--- src/cts_pkg.sv ---
// Types and constants for the CAN transmit slot retry scheduler.
package cts_pkg;

    localparam int IDENT_W = 11;
    localparam int SLOT_W  = 5;
    localparam int CNT_W   = 6;

    localparam logic [CNT_W-1:0] MAX_RES = 6'd32;
    localparam logic [CNT_W-1:0] MAX_SLOTS = 6'd32;

    localparam logic [1:0] CMD_SETUP = 2'd0;
    localparam logic [1:0] CMD_SEND  = 2'd1;
    localparam logic [1:0] CMD_RETRY = 2'd2;
    localparam logic [1:0] CMD_CLEAR = 2'd3;

    localparam logic [1:0] ST_DONE   = 2'd0;
    localparam logic [1:0] ST_QUEUED = 2'd1;
    localparam logic [1:0] ST_OVF    = 2'd2;
    localparam logic [1:0] ST_BAD    = 2'd3;

    typedef struct packed {
        logic               frame_valid;
        logic [SLOT_W-1:0]  out_slot;
        logic [IDENT_W-1:0] out_ident;
        logic [1:0]         status;
        logic [CNT_W-1:0]   pending_total;
        logic               inhibit_flag;
        logic               overflow_flag;
        logic               late_flag;
        logic               last;
    } res_t;

endpackage

--- src/can_tx_slot_retry_scheduler.sv ---
// Top level: CAN transmit slot table with pending marks and a one-slot-per-cycle retry walk (held by stalls).
//
//  channel   direction  handshake               payload
//  item      in         item_valid/item_stall   command slot frame_ident sync_mark queue_free
//  result    out        res_valid/res_stall     frame_valid out_slot out_ident status ...
//  config    in         cfg_wr_en               cfg_wr_data (slots_in_use)
//
// Set up and bad/overflow/queued sends go straight to S_FINISH; an immediate send passes
// S_RD (ident RAM read is registered), S_FETCH and S_FINISH. Retry and clear walk the slot
// table one slot per cycle, retry passing through S_FETCH for each frame handed out, where a
// stalled result can hold it.
// Reset is asynchronous, no clearing pass: per-slot written bits mask the ident RAM.
// A stalled result holds the walk only when a further result must be moved out.
module can_tx_slot_retry_scheduler #(
    parameter int TX_SLOTS = 32
) (
    input  logic                        clk,
    input  logic                        rst_n,
    input  logic                        cfg_wr_en,
    input  logic [cts_pkg::CNT_W-1:0]   cfg_wr_data,
    input  logic                        item_valid,
    output logic                        item_stall,
    input  logic [1:0]                  command,
    input  logic [cts_pkg::SLOT_W-1:0]  slot,
    input  logic [cts_pkg::IDENT_W-1:0] frame_ident,
    input  logic                        sync_mark,
    input  logic [cts_pkg::CNT_W-1:0]   queue_free,
    output logic                        res_valid,
    input  logic                        res_stall,
    output logic                        frame_valid,
    output logic [cts_pkg::SLOT_W-1:0]  out_slot,
    output logic [cts_pkg::IDENT_W-1:0] out_ident,
    output logic [1:0]                  status,
    output logic [cts_pkg::CNT_W-1:0]   pending_total,
    output logic                        inhibit_flag,
    output logic                        overflow_flag,
    output logic                        late_flag,
    output logic                        last
);
    import cts_pkg::*;

    // slot field is 5 bits, so no more than 32 slots are ever reachable
    localparam int DEPTH = (TX_SLOTS < 32) ? TX_SLOTS : 32;
    localparam int IDX_W = (DEPTH > 1) ? $clog2(DEPTH) : 1;
    localparam logic [CNT_W-1:0] DEPTH_C = CNT_W'(DEPTH);

    typedef enum logic [2:0] {
        S_IDLE, S_RD, S_WALK, S_FETCH, S_CLEAR, S_FINISH
    } state_t;

    state_t               state_reg;
    logic [CNT_W-1:0]     slots_cfg_reg;
    logic [CNT_W-1:0]     idx_reg;
    logic [CNT_W-1:0]     k_reg;
    logic [CNT_W-1:0]     qfree_reg;
    logic [1:0]           cmd_reg;
    logic [1:0]           status_reg;
    logic                 dropped_reg;
    logic [CNT_W-1:0]     pcount_reg;
    logic                 inhibit_reg;
    logic                 nothing_sent_reg;
    logic                 ovf_reg;
    logic                 late_reg;
    logic [DEPTH-1:0]     pend_reg;
    logic [DEPTH-1:0]     sync_reg;
    logic [DEPTH-1:0]     written_reg;
    res_t                 hold_reg;
    logic                 hold_valid_reg;
    res_t                 out_reg;
    logic                 out_valid_reg;

    logic [IDENT_W-1:0]   ident_mem [DEPTH];
    logic [IDENT_W-1:0]   rd_data_reg;

    logic [CNT_W-1:0]     n_used;
    logic                 accept;
    logic                 slot_ok;
    logic [IDX_W-1:0]     in_idx;
    logic [IDX_W-1:0]     cur_idx;
    logic                 out_free;
    logic                 out_load;
    logic                 walk_done;
    logic                 mem_we;
    res_t                 frame_res;
    res_t                 plain_res;
    res_t                 final_res;

    assign n_used   = (slots_cfg_reg > DEPTH_C) ? DEPTH_C : slots_cfg_reg;
    assign accept   = item_valid && !item_stall;
    assign item_stall = (state_reg != S_IDLE);
    assign in_idx   = slot[IDX_W-1:0];
    assign cur_idx  = idx_reg[IDX_W-1:0];
    assign slot_ok  = ({1'b0, slot} < n_used);
    assign out_free = !out_valid_reg || !res_stall;
    assign out_load = ((state_reg == S_FETCH) && hold_valid_reg && out_free) ||
                      ((state_reg == S_FINISH) && out_free);
    assign mem_we   = accept && (command == CMD_SETUP) && slot_ok;

    assign walk_done = (idx_reg >= n_used) || (pcount_reg == '0) ||
                       (pend_reg[cur_idx] && ((qfree_reg == '0) || (k_reg >= MAX_RES)));

    always_comb
    begin
        frame_res.frame_valid   = 1'b1;
        frame_res.out_slot      = SLOT_W'(idx_reg);
        frame_res.out_ident     = written_reg[cur_idx] ? rd_data_reg : '0;
        frame_res.status        = ST_DONE;
        frame_res.pending_total = (cmd_reg == CMD_RETRY) ? (pcount_reg - CNT_W'(1))
                                                         : pcount_reg;
        frame_res.inhibit_flag  = sync_reg[cur_idx];
        frame_res.overflow_flag = ovf_reg;
        frame_res.late_flag     = late_reg;
        frame_res.last          = 1'b0;

        plain_res.frame_valid   = 1'b0;
        plain_res.out_slot      = '0;
        plain_res.out_ident     = '0;
        plain_res.status        = status_reg;
        plain_res.pending_total = pcount_reg;
        plain_res.inhibit_flag  = inhibit_reg;
        plain_res.overflow_flag = ovf_reg;
        plain_res.late_flag     = late_reg;
        plain_res.last          = 1'b1;

        final_res      = hold_reg;
        final_res.last = 1'b1;
    end

    always_ff @(posedge clk)
    begin
        if (mem_we)
        begin
            ident_mem[in_idx] <= frame_ident;
        end
        rd_data_reg <= ident_mem[cur_idx];
    end

    always_ff @(posedge clk or negedge rst_n)
    begin
        if (!rst_n)
        begin
            state_reg        <= S_IDLE;
            slots_cfg_reg    <= MAX_SLOTS;
            idx_reg          <= '0;
            k_reg            <= '0;
            qfree_reg        <= '0;
            cmd_reg          <= CMD_SETUP;
            status_reg       <= ST_DONE;
            dropped_reg      <= 1'b0;
            pcount_reg       <= '0;
            inhibit_reg      <= 1'b0;
            nothing_sent_reg <= 1'b1;
            ovf_reg          <= 1'b0;
            late_reg         <= 1'b0;
            pend_reg         <= '0;
            sync_reg         <= '0;
            written_reg      <= '0;
            hold_reg         <= '0;
            hold_valid_reg   <= 1'b0;
            out_reg          <= '0;
            out_valid_reg    <= 1'b0;
        end
        else
        begin
            if (cfg_wr_en)
            begin
                slots_cfg_reg <= cfg_wr_data;
            end
            if (out_load)
            begin
                out_valid_reg <= 1'b1;
            end
            else if (out_valid_reg && !res_stall)
            begin
                out_valid_reg <= 1'b0;
            end

            case (state_reg)
                S_IDLE:
                begin
                    if (accept)
                    begin
                        cmd_reg    <= command;
                        idx_reg    <= (command == CMD_SEND) ? {1'b0, slot} : '0;
                        k_reg      <= '0;
                        qfree_reg  <= queue_free;
                        hold_valid_reg <= 1'b0;
                        case (command)
                            CMD_SETUP:
                            begin
                                state_reg <= S_FINISH;
                                if (!slot_ok)
                                begin
                                    status_reg <= ST_BAD;
                                end
                                else
                                begin
                                    status_reg          <= ST_DONE;
                                    sync_reg[in_idx]    <= sync_mark;
                                    written_reg[in_idx] <= 1'b1;
                                    pend_reg[in_idx]    <= 1'b0;
                                    if (pend_reg[in_idx] && (pcount_reg != '0))
                                    begin
                                        pcount_reg <= pcount_reg - CNT_W'(1);
                                    end
                                end
                            end
                            CMD_SEND:
                            begin
                                if (!slot_ok)
                                begin
                                    status_reg <= ST_BAD;
                                    state_reg  <= S_FINISH;
                                end
                                else if (pend_reg[in_idx])
                                begin
                                    if (!nothing_sent_reg)
                                    begin
                                        ovf_reg <= 1'b1;
                                    end
                                    status_reg <= ST_OVF;
                                    state_reg  <= S_FINISH;
                                end
                                else if ((pcount_reg == '0) && (queue_free != '0))
                                begin
                                    status_reg <= ST_DONE;
                                    state_reg  <= S_RD;
                                end
                                else
                                begin
                                    pend_reg[in_idx] <= 1'b1;
                                    pcount_reg <= pcount_reg + CNT_W'(1);
                                    status_reg <= ST_QUEUED;
                                    state_reg  <= S_FINISH;
                                end
                            end
                            CMD_RETRY:
                            begin
                                status_reg <= ST_DONE;
                                state_reg  <= S_WALK;
                            end
                            default:
                            begin
                                status_reg  <= ST_DONE;
                                dropped_reg <= inhibit_reg;
                                inhibit_reg <= 1'b0;
                                state_reg   <= S_CLEAR;
                            end
                        endcase
                    end
                end

                // ident RAM read of the send slot is taken here and is ready in S_FETCH
                S_RD:
                begin
                    state_reg <= S_FETCH;
                end

                S_WALK:
                begin
                    if (walk_done)
                    begin
                        state_reg <= S_FINISH;
                    end
                    else if (pend_reg[cur_idx])
                    begin
                        state_reg <= S_FETCH;
                    end
                    else
                    begin
                        idx_reg <= idx_reg + CNT_W'(1);
                    end
                end

                // a new frame pushes the held one out; last is only known at the end
                S_FETCH:
                begin
                    if (!hold_valid_reg || out_free)
                    begin
                        if (hold_valid_reg)
                        begin
                            out_reg <= hold_reg;
                        end
                        hold_reg         <= frame_res;
                        hold_valid_reg   <= 1'b1;
                        inhibit_reg      <= sync_reg[cur_idx];
                        nothing_sent_reg <= 1'b0;
                        if (cmd_reg == CMD_RETRY)
                        begin
                            pend_reg[cur_idx] <= 1'b0;
                            pcount_reg <= pcount_reg - CNT_W'(1);
                            qfree_reg  <= qfree_reg - CNT_W'(1);
                            k_reg      <= k_reg + CNT_W'(1);
                            idx_reg    <= idx_reg + CNT_W'(1);
                            state_reg  <= S_WALK;
                        end
                        else
                        begin
                            state_reg <= S_FINISH;
                        end
                    end
                end

                S_CLEAR:
                begin
                    if (idx_reg >= n_used)
                    begin
                        if (dropped_reg)
                        begin
                            late_reg <= 1'b1;
                        end
                        state_reg <= S_FINISH;
                    end
                    else
                    begin
                        if (pend_reg[cur_idx] && sync_reg[cur_idx])
                        begin
                            pend_reg[cur_idx] <= 1'b0;
                            if (pcount_reg != '0)
                            begin
                                pcount_reg <= pcount_reg - CNT_W'(1);
                            end
                            dropped_reg <= 1'b1;
                        end
                        idx_reg <= idx_reg + CNT_W'(1);
                    end
                end

                S_FINISH:
                begin
                    if (out_free)
                    begin
                        if (hold_valid_reg)
                        begin
                            out_reg <= final_res;
                        end
                        else
                        begin
                            out_reg <= plain_res;
                        end
                        hold_valid_reg <= 1'b0;
                        state_reg      <= S_IDLE;
                    end
                end

                default:
                begin
                    state_reg <= S_IDLE;
                end
            endcase
        end
    end

    assign res_valid     = out_valid_reg;
    assign frame_valid   = out_reg.frame_valid;
    assign out_slot      = out_reg.out_slot;
    assign out_ident     = out_reg.out_ident;
    assign status        = out_reg.status;
    assign pending_total = out_reg.pending_total;
    assign inhibit_flag  = out_reg.inhibit_flag;
    assign overflow_flag = out_reg.overflow_flag;
    assign late_flag     = out_reg.late_flag;
    assign last          = out_reg.last;

endmodule

--- config.mk ---
export PLATFORM = sky130hd
export DESIGN_NAME = can_tx_slot_retry_scheduler
export DESIGN_NICKNAME = d
export VERILOG_FILES = /design/src/cts_pkg.sv /design/src/can_tx_slot_retry_scheduler.sv
export SDC_FILE = /design/constraint.sdc
export NUM_CORES = 1
export LEC_CHECK = 0
export BUFFER_PORTS_ARGS = -buffer_cell sky130_fd_sc_hd__buf_2
export CORE_ASPECT_RATIO = 0.6
export CORE_UTILIZATION = 25
export CTS_CLUSTER_SIZE = 28
export DETAILED_ROUTE_END_ITERATION = 8
export HOLD_SLACK_MARGIN = 0.12
export REMOVE_ABC_BUFFERS = 1
export SKIP_CTS_REPAIR_TIMING = 1
export SLEW_MARGIN = 40
export SYNTH_ARGS = -nofsm -noshare
export SYNTH_HDL_FRONTEND = slang
export SYNTH_SLANG_ARGS = --single-unit
--- constraint.sdc ---
create_clock -name clk -period 5.2 [get_ports clk]
set_clock_uncertainty 0.05 [all_clocks]
set_input_delay 0.78 -clock clk [delete_from_list [all_inputs] [get_ports clk]]
set_output_delay 0.78 -clock clk [all_outputs]
set_load 0.1 [all_outputs]
; ---- Word-level counts from Yosys, hierarchy flattened
; Memory sizes are Yosys's and may differ from the RTL's. A register that Yosys moved wholly into a read port is not among the register bits.
; Index checks and enable logic that the tools add are counted.
[word_totals]
romBits = 0
n_memories = 1
out_inout_bits = 31
word_cells = 228
register_bits = 195
ram_bits = 352
latchBits = 0
[classes]
n_reduce_logical = 52
multipliers = 0
eq_ne = 27
bitwise = 7
mux = 94
div_mod_pow = 0
order_cmp = 8
shifts = 0
addsub = 5
[mem_list]
columns = name, words, width, read_ports, rd_clocked_by_memory_dff, write_ports, line_no
row1 = ident_mem, 32, 11, 1, 1, 1, can_tx_slot_retry_scheduler.sv:72  ; logic [IDENT_W-1:0] ident_mem [DEPTH];
[op_table]
columns = op, count
row1 = $mux 32, 9
row2 = $mux 6, 24
row3 = $mux 29, 4
row4 = $pmux 32 s3, 1
row5 = $and 32x32->32, 2
row6 = $not 32->32, 2
row7 = $or 32x32->32, 2
row8 = $pmux 32 s2, 1
row9 = $pmux 29 s2, 1
row10 = $pmux 6 s2, 3
row11 = $bwmux 32, 1
row12 = $mux 3, 10
row13 = $pmux 6 s4, 1
row14 = $mux 1, 21
row15 = $ne 3x3->1 const B, 7
row16 = $bmux 1 s5, 4
row17 = $ne 2x2->1 const B, 10
row18 = $reduce_and 4->1, 5
row19 = $add 6x1->6 const B, 3
row20 = $pmux 3 s6, 1
row21 = $pmux 6 s3, 1
row22 = $logic_and 1x1->1, 13
row23 = $logic_not 6->1, 2
row24 = $lt 5x6->1 const B, 2
row25 = 37 further kinds, 63

; ---- Depth between registers and ports, before layout
; Gate-level depths: netlist of run 1.
[logic_depth]
depth_word = 11
ltp_mapped = 17
mapped_depth_nobuf = 11

; ---- Worst setup path before layout of run 1
; Ideal clock, no wire load.
[synth_timing]
path_type = register to register
startpoint = reg idx_reg[0]
endpoint = reg with a tool-made name
arrival_ns = 3.986
required_ns = 5.073
stages_incl_launch_ff = 17
setup_slack_ns = 1.088
setup_time_ns = 0.077
cell_sequence = dfrtp_1 -> buf_6 -> buf_6 -> buf_2 -> buf_2 -> clkbuf_1 -> inv_1 -> ha_1 -> nand2b_1 -> a21oi_1 -> o21ai_0 -> a31oi_1 -> a21oi_1 -> a221o_1 -> or4_4 -> buf_4 -> o21ai_1
[synth_rtl]
columns = element, line_no
row1 = from (decl), can_tx_slot_retry_scheduler.sv:53  ; logic [CNT_W-1:0] idx_reg;
row2 = from (signal assigned), can_tx_slot_retry_scheduler.sv:184  ; idx_reg <= (command == CMD_SEND) ? {1'b0, slot} : '0;
row3 = from (signal assigned), can_tx_slot_retry_scheduler.sv:271  ; idx_reg <= idx_reg + CNT_W'(1);
row4 = from (signal assigned), can_tx_slot_retry_scheduler.sv:294  ; idx_reg <= idx_reg + CNT_W'(1);

==> results of run 1 <==
==> worst reg2reg max path, stage by stage, from the launching register on <==
cell,delay (ns)
dfrtp_2,0.66
buf_4,0.44
and3_1,0.37
a221oi_1,0.21
o21ai_0,0.17
a221o_1,0.26
nand2_1,0.09
a221o_1,0.49
or4_4,0.76
o21ai_0,0.28
==> cells by family (layout without fill, tap and decap cells) <==
| group | Yosys count | in the layout | synth area share |
|---|---|---|---|
| buffers and inverters | 129 | 253 | 0.0235 |
| AO/OA/AOI/OAI | 313 | 313 | 0.0827 |
| other | 0 | 1 | 0 |
| XOR/XNOR | 12 | 12 | 0.00434 |
| adder cells (fa/ha/maj) | 19 | 19 | 0.00981 |
| AND/OR/NAND/NOR | 428 | 428 | 0.0825 |
| multiplexers | 224 | 224 | 0.150 |
| flip-flops | 558 | 558 | 0.647 |
==> area by class of cell <==
cell class | count | area share
Tap cell | 1305 | 0.0583
Multi-Input combinational cell | 996 | 0.286
Clock buffer | 78 | 0.0547
Sequential cell | 558 | 0.560
Inverter | 23 | 0.00308
Clock inverter | 25 | 0.00746
Antenna cell | 1 | 0.0000894
Timing Repair Buffer | 127 | 0.0302
==> routing by layer <==
metal / track usage / wire [um]
met1: 0.202 / 30900
met2: 0.181 / 27100
met3: 0.0407 / 6620
met4: 0.0236 / 849
met5: 0 / 35
==> per-stage QoR <==
step	utilization	setup slack [ns]	setup TNS, ns	hold slack, ns	instances
3_3_place_gp	0.273	1.39	0	0.384	3007
4_1_cts	0.291	1.38	0	0.0358	3111
2_1_floorplan	-	-2.77	-149.38	0.377	1577
6_report	0.292	1.34	0	0.350	3113
5_1_grt	0.292	1.16	0	0.335	3113
3_5_place_dp	0.273	1.19	0	0.383	3008
==> power by group through the flow <==
stage	combinational [W]	clock, W	sequential (W)
6_report	0.00467	0.00388	0.00571
5_1_grt	0.00502	0.00413	0.00576
4_1_cts	0.00464	0.00397	0.00569
3_5_place_dp	0.00463	0	0.00578
3_3_place_gp	0.00454	0	0.00578
2_1_floorplan	0.00261	0	0.00632
==> worst max path at each step <==
stage                to  slack (ns)  cells past startpoint
5_1_grt        register        1.16                     10
4_1_cts        register        1.38                      8
6_report       register        1.34                      9
3_3_place_gp   register        1.39                      9
3_5_place_dp   register        1.19                      9
2_1_floorplan  register       -2.77                     10
==> cell usage after synthesis (8+ instances only) <==
cell type and n:
edfxtp_1 352, dfrtp_1 193, nand2_1 152, nor2_1 116, mux4_2 104, o21ai_0 78, mux2_2 75, clkbuf_1 65
mux2i_1 44, a31oi_1 39, o31ai_1 38, a21oi_1 35, o21ai_1 32, or2_2 31, nand3_1 30, inv_1 23
nor3_1 22, buf_2 20, ha_1 19, a22o_1 18, nor2b_1 16, a22oi_1 14, o22ai_1 13, buf_1 11
dfxtp_1 11, nand2b_1 10, xor2_1 9, nand4_1 8
==> qor.yml, run 1 <==
status: "completed"
gp_congestion: 0.902
fin_crit_ns: 3.86
hold_path_end: "slots_cfg_reg[1]"
grt_overflow: 0
worst_pin_slew_ns: 0.842
placed_cell_area_mm2: 0.0262
clock-root-buffer: "clkbuf_16"
synth_largest_area_cell: "edfxtp_1"
finalMaxSlewViolations: 0
clk_latency_ns: 0.62
wl_per_cell_um: 21.0
cts.sinks: 558
cp_top_family: "compound AO/OA/AOI/OAI gates"
path_buf_inv: 1
p_int_w: 0.00892
clk_path_buf_depth: 3
pwr-share-comb: 0.328
cap_viol_max_count: 0
ir_drop_mv: 0.293
cts_made_buffers: 55
min_from: "cfg_wr_data[1]"
regArea_mm2: 0.0157
dieArea_mm2: 0.0982
mostFrequentLayoutCell: "edfxtp_1"
r2r_cells: 9
dr.pass1.iters: 6
num_io_pins: 67
antenna_found_initial: 5
power_frac_clock: 0.272
die_w_um: 404
synth-main-ff-cell: "edfxtp_1"
drcViolationCount: 0
yosysUniqueCellTypes: 69
setup_viol: 0
p_switching_w: 0.00534
fp-row-count: 88
nNetsFinal: 1816
htreeDepth: 2
layout-drive-gt1-share: 0.245
coreArea_mm2: 0.0960
worstPathArrival_ns: 4.34
area_growth_pct: 15.6
p_sw_frac: 0.374
powerDensity_mw_per_mm2: 509
fmax_mhz: 259
slew_headroom: 0.439
hold_viol: 0
hpwl_um: 43000
port_buffers: 66
ys_seq_area_frac: 0.647
synthArstFlopShare: 0.349
critPathMaxFanout: 32
cp.required_ns: 5.68
fin_crit_sh: 0.743
drt-total-wl_um: 65500
via_per_inst: 4.86
multi_input_area_mm2: 0.00800
synth_top_area_share: 0.436
cp_slowest_cell: "or4_4"
slowest_delay_ns: 0.75
tritoncts: "built"
r2r-start: "idx_reg[2]"
total_power_w: 0.0143
hold_depth: 2
hold_path_class: "in2reg"
syn-cell-area_mm2: 0.0242
cts.clk_slew.worst_paths_ns: 0.07
p_seq_frac: 0.400
syn_inst: 1683
final_cell_mix: "edfxtp_1, dfrtp_1, nand2_1"
ff2ff_setup_slack_ns: 1.34
grt_util_all_layers: 0.132
critPathLaunch: "idx_reg[2]"
vias: 15127
start_util: 0.252
path_cells: "buf_4 > and3_1 > a221oi_1 > o21ai_0 > a221o_1 > nand2_1 > a221o_1 > or4_4 > o21ai_0"
grt_max_degree: 86
drt_iter0_markers: 1910
synth_area_leaders: "edfxtp_1, dfrtp_1, mux4_2"
startpoint_type: "register"
endpoint_kind: "register"
leakagePower_nw: 10.2
detail-route-antenna-nets: 0
ys_ff_latch: 558
grt_pass1_wl_um: 98800
design_area_mm2: 0.0280
largest_reg_flops: 352
yosysWarnings: 0
rsz0062_at_grt: "false"
syn_area_per_cell_um2: 14.4
nFillCells: 9604
synth_edf_count: 352
grt_pass1_vias: 14902
die_h_um: 243
critPathKind: "reg2reg"
Note: power is estimated with default switching activity, not from simulation.
==> inputs of run 2 (changes only) <==
- clock period: 5.2 -> 3.8 ns (I/O delays scaled with it)
==> qor.yml, run 2 (synthesis gave the netlist of run 1 again) <==
dr.pass1.iters: 6
fin_cells: 3160
holdWs_ns: 0.137
startpoint_type: "register"
layout-drive-gt1-share: 0.271
grt_pass1_vias: 15216
fmax_mhz: 284
clk_latency_ns: 0.63
grt_util_all_layers: 0.138
slew_headroom: 0.440
die_w_um: 404
regArea_mm2: 0.0157
antenna_found_initial: 3
ff2ff_setup_slack_ns: 0.27
worstPathArrival_ns: 4.02
powerDensity_mw_per_mm2: 704
htreeDepth: 2
ir_drop_mv: 0.413
hold_viol: 0
vias: 15542
area_growth_pct: 17.5
die_h_um: 243
hold_path_class: "in2reg"
path_buf_inv: 1
nNetsFinal: 1865
status: "completed"
hold_path_end: "slots_cfg_reg[0]"
dp.cells: 3057
cp.required_ns: 4.29
setup-tns-final_ns: 0
clk_path_buf_depth: 3
multi_input_area_mm2: 0.00801
detail-route-antenna-nets: 0
gp_congestion: 0.933
grt_max_degree: 69
min_from: "cfg_wr_data[0]"
worst_pin_slew_ns: 0.837
fin_crit_sh: 0.928
slowest_delay_ns: 0.72
final_cell_mix: "edfxtp_1, dfrtp_1, nand2_1"
start_util: 0.252
dieArea_mm2: 0.0982
hpwl_um: 47200
fin_crit_ns: 3.53
fp-row-count: 88
coreArea_mm2: 0.0960
drcViolationCount: 0
wl_per_cell_um: 21.7
setup_viol: 0
port_buffers: 66
cp_slowest_cell: "or4_4"
via_per_inst: 4.92
tritoncts: "built"
finalMaxSlewViolations: 0
cap_viol_max_count: 0
rsz0062_at_grt: "false"
leakagePower_nw: 10.5
path_cells: "buf_4 > and3_1 > a221oi_1 > o21ai_0 > a221o_1 > nand2_1 > a221o_1 > or4_4 > o21ai_0"
endpoint_kind: "register"
hold_depth: 2
cts.sinks: 558
num_io_pins: 67
grt_overflow: 0
cts.clk_slew.worst_paths_ns: 0.06
mostFrequentLayoutCell: "edfxtp_1"
r2r-start: "idx_reg[4]"
cts_made_buffers: 53
clock-root-buffer: "clkbuf_16"
drt_iter0_markers: 2046
critPathKind: "reg2reg"
critPathMaxFanout: 32
grt_pass1_wl_um: 102000
drt-total-wl_um: 68500
r2r_cells: 9
largest_reg_flops: 352
nFillCells: 9570
cp_top_family: "compound AO/OA/AOI/OAI gates"
==> run 2: final cells by class <==
class                           count  area share
Antenna cell                        1   0.0000879
Sequential cell                   558       0.551
Multi-Input combinational cell    996       0.281
Clock buffer                       59      0.0485
Timing Repair Buffer              178      0.0440
Inverter                           23     0.00303
Tap cell                         1305      0.0574
Clock inverter                     40      0.0146
==> run 2: worst reg2reg max path: stages, from the launching register on <==
cell      delay [ns]
dfrtp_2         0.66
buf_4           0.30
and3_1          0.34
a221oi_1        0.18
o21ai_0         0.14
a221o_1         0.31
nand2_1         0.12
a221o_1         0.38
or4_4           0.72
o21ai_0         0.26
==> run 2: layer usage <==
metal | routed length [um] | global-route usage
met1 | 32000 | 0.212
met5 | 22 | 0
met2 | 27900 | 0.184
met3 | 7490 | 0.0465
met4 | 1090 | 0.0291
==> run 2: report_power, final <==
group	switching [W]	internal, W
sequential	0.000627	0.00703
combinational	0.00447	0.00242
clock	0.00244	0.00306
total	0.00753	0.0125
==> run 2: worst max-delay path by stage <==
stage / cells after the start / end / from / slack [ns]
floorplan: 10 / register / idx_reg[0] / -4.17
global placement: 9 / sync_reg[22] / slot[1] / 0.24
detailed placement: 9 / register / slot[0] / 0.24
CTS: 10 / register / idx_reg[0] / 0.34
global route: 10 / register / idx_reg[0] / 0.15
finish: 9 / register / idx_reg[4] / 0.27
==> run 2: stage by stage <==
| step | total power [W] | util | worst slack [ns] | instance area (um2) |
|---|---|---|---|---|
| detailed placement | 0.0146 | 0.277 | 0.243 | 26600 |
| finish | 0.0200 | 0.296 | 0.273 | 28500 |
| floorplan | 0.0122 | - | -4.17 | 23700 |
| CTS | 0.0201 | 0.296 | 0.338 | 28400 |
| global placement | 0.0144 | 0.277 | 0.245 | 26600 |
| global route | 0.0209 | 0.296 | 0.146 | 28500 |
==> inputs of run 3 (changes only) <==
- SETUP_SLACK_MARGIN: default -> 0.3
- clock period: 3.8 -> 4.4 ns (I/O delays scaled with it)
==> qor.yml, run 3 (synthesis gave the netlist of run 1 again) <==
rsz0062_at_grt: "false"
area_growth_pct: 16.7
via_per_inst: 4.88
clk_latency_ns: 0.62
grt_pass1_vias: 15066
endpoint_kind: "register"
start_util: 0.252
hold_path_class: "in2reg"
worstPathArrival_ns: 3.97
path_buf_inv: 2
hold_depth: 3
setup_viol: 0
holdWs_ns: 0.224
grt_util_all_layers: 0.134
clk_path_buf_depth: 3
dieArea_mm2: 0.0982
mostFrequentLayoutCell: "edfxtp_1"
hold_viol: 0
r2r_cells: 9
die_w_um: 404
nNetsFinal: 1823
coreArea_mm2: 0.0960
powerDensity_mw_per_mm2: 616
startpoint_type: "register"
cp_slowest_cell: "nor2_1"
worst_pin_slew_ns: 0.883
cap_viol_max_count: 0
nFillCells: 9595
vias: 15246
leakagePower_nw: 10.3
layout-drive-gt1-share: 0.251
finalMaxSlewViolations: 0
htreeDepth: 2
hold_path_end: "slots_cfg_reg[5]"
grt_max_degree: 111
fmax_mhz: 271
fin_crit_sh: 0.839
grt_pass1_wl_um: 99100
slew_headroom: 0.410
drt-total-wl_um: 66300
grt_overflow: 0
path_cells: "inv_1 > nand2_1 > ha_1 > a211oi_1 > a211oi_1 > nor2_1 > nand3_1 > nor2_1 > buf_4"
cp_top_family: "simple AND/OR/NAND/NOR gates"
critPathMaxFanout: 8
drt_iter0_markers: 1786
r2r-start: "slots_cfg_reg[5]"
cp.required_ns: 4.68
clock-root-buffer: "clkbuf_16"
timing.final.ws_setup_ns: 0.706
slowest_delay_ns: 0.67
port_buffers: 66
hpwl_um: 44000
detail-route-antenna-nets: 0
fin_crit_ns: 3.69
tritoncts: "built"
cts.clk_slew.worst_paths_ns: 0.07
dr.pass1.iters: 8
critPathKind: "reg2reg"
num_io_pins: 67
total_power_w: 0.0174
cts_made_buffers: 55
min_from: "cfg_wr_data[5]"
antenna_found_initial: 6
ir_drop_mv: 0.304
largest_reg_flops: 352
die_h_um: 243
wl_per_cell_um: 21.3
drcViolationCount: 0
gp_congestion: 0.896
reg2reg_to: "ident_mem[21][3]"
fp-row-count: 88
ff2ff_setup_slack_ns: 0.71
final_cell_mix: "edfxtp_1, dfrtp_1, nand2_1"
cp_num_cells: 9
dpl_worst_slack_ns: 0.602
status: "completed"
cts.sinks: 558
## run 3: changes by cell type in the layout (fill, tap and decap cells not counted), moves of 5 or more
cell | before | now
nor2_2 | 7 | 2
clkinv_2 | 13 | 8
clkbuf_8 | 1 | 7
nor2_1 | 110 | 115
buf_4 | 104 | 65
clkbuf_1 | 4 | 11
## run 3: cell type report
cell class / count / area (um2) / share of cell area
Tap cell: 1305 / 1630 / 0.0578
Sequential cell: 558 / 15700 / 0.555
Multi-Input combinational cell: 996 / 8010 / 0.283
Inverter: 23 / 86.3 / 0.00305
Clock inverter: 28 / 387 / 0.0137
Clock buffer: 76 / 1590 / 0.0562
Antenna cell: 1 / 2.50 / 0.0000885
Timing Repair Buffer: 134 / 878 / 0.0311
## run 3: worst register-to-register path, stage by stage (launching register included)
cell	delay, ns
dfstp_2	0.55
inv_1	0.09
nand2_1	0.12
ha_1	0.26
a211oi_1	0.23
a211oi_1	0.21
nor2_1	0.54
nand3_1	0.41
nor2_1	0.67
buf_4	0.28
## run 3: worst max path at each step
stage,from,slack [ns],to
final,slots_cfg_reg[5],0.71,ident_mem[21][3]
after detailed placement,slot[3],0.60,ident_mem[22][5]
after CTS,slots_cfg_reg[5],0.82,ident_mem[21][1]
after floorplan,idx_reg[0],-3.57,register
after global placement,slot[3],0.70,ident_mem[31][1]
after global routing,slots_cfg_reg[5],0.53,ident_mem[31][4]
## run 3: power by group
group          switching, W  total (W)  internal (W)
logic               0.00363    0.00561       0.00198
clock network       0.00207    0.00508       0.00301
registers          0.000637    0.00671       0.00607
total               0.00634     0.0174        0.0111
## run 3: metal layers
layer | vias up | global-route usage | wire [um]
met5 | - | 0 | 41
met4 | 6 | 0.0250 | 958
met3 | 80 | 0.0414 | 6950
met2 | 687 | 0.185 | 27200
met1 | 7859 | 0.203 | 31100
li1 | 6614 | - | -
## run 3: metrics by stage
stage                      util  cell area [um2]  cells  TNS [ns]
after floorplan               -            23700   1577   -208.58
after global placement    0.274            26300   3015         0
after detailed placement  0.274            26300   3015         0
after CTS                 0.294            28200   3119         0
after global routing      0.294            28300   3120         0
final                     0.294            28300   3121         0
